File: config.mk
export PLATFORM = sky130hd
export DESIGN_NAME = ipv4_arp_dest_redirect_filter
export DESIGN_NICKNAME = d
export VERILOG_FILES = /design/src/hw/rtl/iadf_pkg.sv /design/src/hw/rtl/iadf_parser.sv /design/src/hw/rtl/ipv4_arp_dest_redirect_filter.sv
export SDC_FILE = /design/constraint.sdc
export NUM_CORES = 1
export LEC_CHECK = 0
export ABC_AREA = 1
export BUFFER_PORTS_ARGS = -buffer_cell sky130_fd_sc_hd__buf_2
export CAP_MARGIN = 10
export CORE_MARGIN = 10
export CORE_UTILIZATION = 40
export CTS_CLUSTER_DIAMETER = 150
export CTS_CLUSTER_SIZE = 24
export DETAILED_ROUTE_END_ITERATION = 7
export PLACE_DENSITY = 0.57
export SYNTH_ARGS = -nofsm -noshare
export SYNTH_HDL_FRONTEND = slang
export SYNTH_SLANG_ARGS = --single-unit
File: constraint.sdc
create_clock -name clk -period 3.2 [get_ports clk]
set_input_delay 0.48 -clock clk [delete_from_list [all_inputs] [get_ports clk]]
set_output_delay 0.48 -clock clk [all_outputs]
set_load 0.03 [all_outputs]
File: src/hw/rtl/iadf_pkg.sv
// ----------------------------------------------------------------------------
// iadf_pkg
// Shared types and constants for the IPv4/ARP destination redirect filter.
// ----------------------------------------------------------------------------
package iadf_pkg;

  localparam int unsigned CountW = 6;

  localparam logic [CountW-1:0] CountMax = 6'd63;

  localparam logic [15:0] EtypeIpv4 = 16'h0800;
  localparam logic [15:0] EtypeArp  = 16'h0806;

  // Byte offsets within the frame
  localparam logic [CountW-1:0] PosEtypeHi  = 6'd12;
  localparam logic [CountW-1:0] PosEtypeLo  = 6'd13;
  localparam logic [CountW-1:0] PosProtoHi  = 6'd16;
  localparam logic [CountW-1:0] PosProtoLo  = 6'd17;
  localparam logic [CountW-1:0] PosIpDstLo  = 6'd30;
  localparam logic [CountW-1:0] PosIpDstHi  = 6'd33;
  localparam logic [CountW-1:0] PosArpTpaLo = 6'd38;
  localparam logic [CountW-1:0] PosArpTpaHi = 6'd41;

  // Minimum frame length, compared against the last byte's offset
  localparam logic [CountW-1:0] LastPosIpv4 = 6'd33;
  localparam logic [CountW-1:0] LastPosArp  = 6'd41;

  localparam logic [7:0] RegMatchAddress  = 8'd0;
  localparam logic [7:0] RegTargetPresent = 8'd1;

  typedef enum logic [1:0] {
    KIND_OTHER = 2'd0,
    KIND_IPV4  = 2'd1,
    KIND_ARP   = 2'd2
  } frame_kind_t;

  typedef struct packed {
    logic [31:0] match_address;
    logic        target_present;
  } cfg_t;

  typedef struct packed {
    logic        verdict;
    frame_kind_t frame_kind;
  } result_t;

endpackage

File: src/hw/rtl/iadf_parser.sv
// ----------------------------------------------------------------------------
// iadf_parser
// Tracks byte position and header fields of the current frame and forms the
// verdict for the frame's last byte.
// ----------------------------------------------------------------------------
module iadf_parser (
  input  logic              clk,
  input  logic              rst_n,
  input  logic              byte_accept,
  input  logic [7:0]        data_byte,
  input  logic              last_byte,
  input  iadf_pkg::cfg_t    cfg,
  output iadf_pkg::result_t result
);

  logic [iadf_pkg::CountW-1:0] byte_count_r, byte_count_nxt;
  logic [15:0]                 ether_type_r, ether_type_nxt;
  logic [15:0]                 arp_protocol_r, arp_protocol_nxt;
  logic [31:0]                 dest_address_r, dest_address_nxt;
  logic [iadf_pkg::CountW-1:0] pos;

  assign pos = byte_count_r;

  always_comb begin
    ether_type_nxt   = ether_type_r;
    arp_protocol_nxt = arp_protocol_r;
    dest_address_nxt = dest_address_r;
    if (pos == iadf_pkg::PosEtypeHi || pos == iadf_pkg::PosEtypeLo) begin
      ether_type_nxt = {ether_type_r[7:0], data_byte};
    end
    if (pos == iadf_pkg::PosProtoHi || pos == iadf_pkg::PosProtoLo) begin
      arp_protocol_nxt = {arp_protocol_r[7:0], data_byte};
    end
    // ether_type is already complete by the time the address bytes arrive
    if (pos inside {[iadf_pkg::PosIpDstLo:iadf_pkg::PosIpDstHi]} &&
        ether_type_r == iadf_pkg::EtypeIpv4) begin
      dest_address_nxt = {dest_address_r[23:0], data_byte};
    end
    if (pos inside {[iadf_pkg::PosArpTpaLo:iadf_pkg::PosArpTpaHi]} &&
        ether_type_r == iadf_pkg::EtypeArp) begin
      dest_address_nxt = {dest_address_r[23:0], data_byte};
    end
    byte_count_nxt = (byte_count_r == iadf_pkg::CountMax) ? byte_count_r
                                                          : byte_count_r + 1'b1;
  end

  // Classify from the updated fields, so the final byte itself counts
  always_comb begin
    result.frame_kind = iadf_pkg::KIND_OTHER;
    if (ether_type_nxt == iadf_pkg::EtypeIpv4 && pos >= iadf_pkg::LastPosIpv4) begin
      result.frame_kind = iadf_pkg::KIND_IPV4;
    end else if (ether_type_nxt == iadf_pkg::EtypeArp && pos >= iadf_pkg::LastPosArp &&
                 arp_protocol_nxt == iadf_pkg::EtypeIpv4) begin
      result.frame_kind = iadf_pkg::KIND_ARP;
    end
    result.verdict = (result.frame_kind != iadf_pkg::KIND_OTHER) &&
                     (dest_address_nxt == cfg.match_address) && cfg.target_present;
  end

  always_ff @(posedge clk) begin
    if (!rst_n) begin
      byte_count_r   <= '0;
      ether_type_r   <= '0;
      arp_protocol_r <= '0;
      dest_address_r <= '0;
    end else if (byte_accept) begin
      if (last_byte) begin
        // clear for the next frame
        byte_count_r   <= '0;
        ether_type_r   <= '0;
        arp_protocol_r <= '0;
        dest_address_r <= '0;
      end else begin
        byte_count_r   <= byte_count_nxt;
        ether_type_r   <= ether_type_nxt;
        arp_protocol_r <= arp_protocol_nxt;
        dest_address_r <= dest_address_nxt;
      end
    end
  end

endmodule

File: src/hw/rtl/ipv4_arp_dest_redirect_filter.sv
// ----------------------------------------------------------------------------
// ipv4_arp_dest_redirect_filter
// Per-frame redirect verdict from the IPv4 or ARP target destination address.
// ----------------------------------------------------------------------------
// The verdict is registered and appears in the cycle after the last byte's transaction.
// Throughput: one byte per cycle; the input stalls only while a verdict sits
// unaccepted in the output register and out_tready is low.
// Reset (rst_n low, synchronous): clears frame state, configuration and the
// output valid flag; the output data register is not reset.
module ipv4_arp_dest_redirect_filter (
  input  logic        clk,
  input  logic        rst_n,
  // input stream
  input  logic        in_tvalid,
  output logic        in_tready,
  input  logic [7:0]  in_tdata,   // [7:0] data_byte
  input  logic        in_tlast,   // last_byte
  // result stream
  output logic        out_tvalid,
  input  logic        out_tready,
  output logic [7:0]  out_tdata,  // [0] verdict, [7:1] zero
  output logic [1:0]  out_tuser,  // [1:0] frame_kind
  // configuration writes
  input  logic        cfg_valid,
  output logic        cfg_ready,
  input  logic [7:0]  cfg_index,
  input  logic [31:0] cfg_data
);

  iadf_pkg::cfg_t    cfg_r;
  iadf_pkg::result_t result;
  iadf_pkg::result_t out_r;
  logic              out_valid_r;
  logic              in_accept;

  assign cfg_ready = 1'b1;
  assign in_tready = !out_valid_r || out_tready;
  assign in_accept = in_tvalid && in_tready;

  always_ff @(posedge clk) begin
    if (!rst_n) begin
      cfg_r <= '0;
    end else if (cfg_valid) begin
      case (cfg_index)
        iadf_pkg::RegMatchAddress:  cfg_r.match_address  <= cfg_data;
        iadf_pkg::RegTargetPresent: cfg_r.target_present <= cfg_data[0];
        default: ;  // drop writes to unknown registers
      endcase
    end
  end

  iadf_parser u_parser (
    .clk         (clk),
    .rst_n       (rst_n),
    .byte_accept (in_accept),
    .data_byte   (in_tdata),
    .last_byte   (in_tlast),
    .cfg         (cfg_r),
    .result      (result)
  );

  always_ff @(posedge clk) begin
    if (!rst_n) begin
      out_valid_r <= 1'b0;
    end else if (in_accept && in_tlast) begin
      out_valid_r <= 1'b1;
    end else if (out_tready) begin
      out_valid_r <= 1'b0;
    end
  end

  always_ff @(posedge clk) begin
    if (in_accept && in_tlast) begin
      out_r <= result;
    end
  end

  assign out_tvalid = out_valid_r;
  assign out_tdata  = {7'd0, out_r.verdict};
  assign out_tuser  = out_r.frame_kind;

  // Assertions

  a_last_gives_result: assert property (@(posedge clk) disable iff (!rst_n)
    (in_tvalid && in_tready && in_tlast) |=> out_tvalid)
    else $error("last byte accepted but no result presented");

  a_redirect_needs_kind: assert property (@(posedge clk) disable iff (!rst_n)
    (out_tvalid && out_tdata[0]) |-> (out_tuser != iadf_pkg::KIND_OTHER))
    else $error("redirect verdict on an unclassified frame");

  a_kind_legal: assert property (@(posedge clk) disable iff (!rst_n)
    out_tvalid |-> (out_tuser != 2'd3))
    else $error("illegal frame kind");

  a_no_accept_when_full: assert property (@(posedge clk) disable iff (!rst_n)
    (out_valid_r && !out_tready) |-> !in_tready)
    else $error("input accepted while result is stalled");

endmodule
==> results.md <==
| Step | Item | This run |
|---|---|---|
| status | Outcome | complete, no violations |
| detailed routing | DR pass1 iterations | 5 |
| worst setup path | R2R Path Start | u_parser.byte_count_r[1]$_SDFFE_PN0P_ |
| cts | Clock-pin slew of the registers on the worst-case setup and hold paths | 0.08 ns |
| worst setup path | Reg-to-reg critical path endpoint | out_tdata[0]$_DFFE_PP_ |
| worst setup path | Slowest stage cell on the critical path | sky130_fd_sc_hd__dfxtp_1 |
| cts | Number of buffers inserted during clock tree synthesis | 9 |
| detailed routing | Detailed router's first-iteration violation count | 481 |
| timing | Final critical-path required period | 2.68 ns |
| floorplan | Height of the die | 143 µm |
| placement | Worst-case setup slack after placement | 0.410 ns |
| layout | Top library cells by usage in the layout, fill and taps aside | 296 x sky130_fd_sc_hd__nand2_1, 125 x sky130_fd_sc_hd__inv_1, 103 x sky130_fd_sc_hd__nor2_1, 103 x sky130_fd_sc_hd__dfxtp_1, 93 x sky130_fd_sc_hd__nand3_1 |
| floorplan | Initial core utilization | 0.412 |
| cts | Clock Root Buffer | sky130_fd_sc_hd__clkbuf_16 |
| layout | Sequential cell area in the final layout | 0.00217 mm² |
| cts | Clock insertion delay at the later pin of the skew report | 0.37 ns |
| floorplan | Core Footprint | 0.0147 mm² |
| pwr | Total internal power | 1.96 mW |
| detailed routing | DRC | 0 |
| worst setup path | CP Data Required Time | 3.43 ns |
| global routing | Maximum number of pins on one net before global-route repair | 66 |
| logic synthesis | Cell area after synthesis | 0.00606 mm² |
| cts | Clock H-tree levels | 3 |
| layout | Total inserted antenna cells | 0 |
| worst setup path | Origin of the worst setup path | u_parser.byte_count_r[1]$_SDFFE_PN0P_ |
| placement | Final RePlAce weighted congestion | 0.848 |
| floorplan | Area of the die | 0.0205 mm² |
| detailed routing | Vias per Instance | 4.93 |
| pwr | Share of total power consumed by net switching | 0.264 |
| worst setup path | Endpoint arrival time on the critical path | 2.91 ns |
| detailed routing | Final wirelength | 16500 µm |
| worst setup path | Kind of capture point of the worst setup path | flop |
| worst setup path | Library cell appearing most often on the critical path | sky130_fd_sc_hd__nand2_1 |
| floorplan | Die Span X | 143 µm |
| timing | Max-Slew Margin vs Limit | 0.566 |
| hold path | Hold Path Stages | 3 |
| global routing | Overflow left after global routing | 0 |
| timing | Setup total negative slack | 0 ns |
| cts | CTS tree | built |
| layout | Final net count | 1043 |
| timing | Worst-case clock skew | 0.00873 ns |
| placement | Post-detail-place hpwl | 11800 µm |
| hold path | Worst hold path type | in2reg |
| worst setup path | End of the critical path | out_tdata[0]$_DFFE_PP_ |
| logic synthesis | Portion of the post-synthesis area used by sequential elements | 0.358 |
| timing | Tightest Pin Transition | 0.652 ns |
| cts | Number of buffers between clock root and the deepest sink | 2 |
| worst setup path | Cell-by-cell listing of the critical path | inv_1 -> ha_1 -> inv_1 -> nand3_1 -> nand2_1 -> nand2_1 -> nand2_4 -> nand2_4 -> nand2_1 -> nand2_1 -> nand2_1 -> nand2_1 -> nor2_1 -> nand2_1 -> nor2_1 -> nand3_1 -> nor2_1 |
| layout | Most frequent standard cell in the layout excluding fill and tap cells | sky130_fd_sc_hd__nand2_1 |
| cts | Post-CTS setup buffer count | 0 |
| pwr | Switching component of the power | 0.703 mW |
| hold path | Startpoint of the most critical hold path | cfg_data[21] |
| detailed routing | Per-cell routed wire length | 14.1 µm |
| cts | Number of sinks driven by the clock tree | 107 |
| global routing | Number of global-route vias before repair | 5347 |
| worst setup path | Number of cells on the worst reg-to-reg path | 17 |
| global routing | Number of antenna violations at the first check in global routing | 0 |
| layout | Layout filler cell count | 1592 |
| layout | Footprint of the multi-input gates | 0.00315 mm² |
| pwr | Sequential power share | 0.504 |
| worst setup path | Nature of the critical path startpoint | flop |
| floorplan | Count of standard-cell rows | 44 |
| flow run | Count of max-cap constraint violations | 0 |
| logic synthesis | Synth cell types | 37 |
| global routing | Overall routing resource usage | 0.164 |
| pwr | Leakage | 2.85 nW |
| detailed routing | Count of antenna-violating nets left after detailed routing | 0 |
| timing | Final cycle utilization of the critical path | 0.839 |
| worst setup path | Critical Path Fanout Max | 34 |
| layout | Share of cells above drive strength 1 | 0.101 |
| timing | Final Hold Viols | 0 |
| worst setup path | Kind of critical path | reg2reg |
| detailed routing | Detailed-route via count | 5783 |
| global routing | Wire length of the first global-routing pass | 27100 µm |
| pwr | Clock network fraction of total power | 0.433 |
| timing | RSZ-0062 raised after global routing | false |
| floorplan | Number of I/O pins | 67 |
| pwr | Pwr Density | 398 mW/mm² |
| placement | Buffers on Ports | 58 |
| timing | Worst hold margin | 0.345 ns |
| layout | Utilization after layout | 0.455 |
| timing | Maximum clock frequency | 0.373 GHz |
| logic synthesis | #FFs+latches synth | 107 |
| timing | Final Max Slew Viols | 0 |
| pwr | PnR Total Power | 2.66 mW |
| worst setup path | Worst setup slack for register-to-register paths | 0.52 ns |
| logic synthesis | Yosys Warn Count | 0 |
| logic synthesis | Synth Instances | 956 |
| pwr | Maximum ir drop on the vdd rail | 0.000252 V |
| logic synthesis | Average instance area after synthesis | 6.34 µm² |
| layout | Area added between synthesis and finish | 10.4% |
| timing | Smallest setup slack after layout | 0.516 ns |
| timing | Number of setup violations in the final report | 0 |
| worst setup path | Critical Path Max Stage Delay | 0.43 ns |
| pwr | Gate power share | 0.063 |
kinds of logic after synthesis:
family | Yosys count | synth area share
compound gates | 135 | 0.130
flops | 107 | 0.358
other cells | 2 | 0.00124
simple gates | 522 | 0.366
fa+ha+maj | 4 | 0.00826
buf+inv | 180 | 0.128
xor+xnor | 6 | 0.00867
per-stage QoR:
stage / std cells / instance area, µm²
floorplan: 962 / 6080
global placement: 1158 / 6390
detailed placement: 1158 / 6390
CTS: 1174 / 6690
global route: 1174 / 6690
finish: 1174 / 6690
sequential cells by signal (all words and copies together) (netlist names):
name / count
u_parser.arp_protocol_r: 16
out_tdata: 1
out_tuser: 2
u_parser.dest_address_r: 32
u_parser.byte_count_r: 6
out_tvalid: 1
cfg_r: 33
u_parser.ether_type_r: 16
metal layers:
layer	up-vias	track usage	share of wire	wire [µm]
met4	0	0.0375	0.0093	154
li1	3081	-	-	-
met3	10	0.0408	0.047	768
met2	119	0.266	0.45	7500
met5	-	0	0	0
met1	2573	0.214	0.49	8080
synthesized netlist by cell type, drive strengths merged:
cell type | n | share of area
a2111oi | 1 | 0.0014
a211oi | 33 | 0.041
a21oi | 60 | 0.050
and2 | 1 | 0.0010
buf | 23 | 0.031
clkbuf | 30 | 0.019
conb | 2 | 0.0012
dfxtp | 104 | 0.34
edfxtp | 3 | 0.015
ha | 4 | 0.0083
inv | 127 | 0.079
nand2 | 301 | 0.19
nand3 | 97 | 0.086
nand3b | 3 | 0.0037
nand4 | 4 | 0.0041
nor2 | 108 | 0.072
nor3 | 4 | 0.0033
nor3b | 1 | 0.0012
nor4 | 2 | 0.0031
o211ai | 3 | 0.0037
o21a | 2 | 0.0025
o21ai | 27 | 0.022
o22ai | 9 | 0.0093
or2 | 1 | 0.0010
xnor2 | 6 | 0.0087
worst min-delay path by stage:
| stage | end |
|---|---|
| 3_5_place_dp | u_parser.arp_protocol_r[6]$_SDFFE_PN0P_ |
| 3_3_place_gp | u_parser.arp_protocol_r[8]$_SDFFE_PN0P_ |
| 2_1_floorplan | u_parser.arp_protocol_r[14]$_SDFFE_PN0P_ |
| 4_1_cts | cfg_r[12]$_SDFFE_PN0P_ |
| 5_1_grt | cfg_r[10]$_SDFFE_PN0P_ |
| 6_report | cfg_r[22]$_SDFFE_PN0P_ |
area by class of cell:
class,instances,share of cell area
repair buffers,65,0.0531
multi-input cells,675,0.471
well taps,184,0.0344
clock buffers,10,0.0357
inverters,127,0.0713
flip-flops and latches,107,0.325
clock inverters,6,0.00935
worst max-delay path: cells and delay by family (launching register included):
family,cells,cell delay (ns)
adder cells (fa/ha/maj),1,0.23
AND/OR/NAND/NOR,14,1.69
buffers and inverters,2,0.19
flip-flops,1,0.43
what timing repair did:
action                                 4_1_cts  5_1_grt
endpoints found under the hold margin        0        0
setup endpoints to repair                    0        1
gates resized for setup                      0        1
hold buffers                                 0        0
power groups by stage:
stage          clock (mW)  sequential, mW  combinational (mW)
2_1_floorplan           0            1.38              0.0978
3_3_place_gp            0            1.37               0.169
3_5_place_dp            0            1.37               0.169
4_1_cts              1.19            1.34               0.169
5_1_grt              1.23            1.34               0.184
6_report             1.15            1.34               0.168
(Power assumes the default switching activity.)
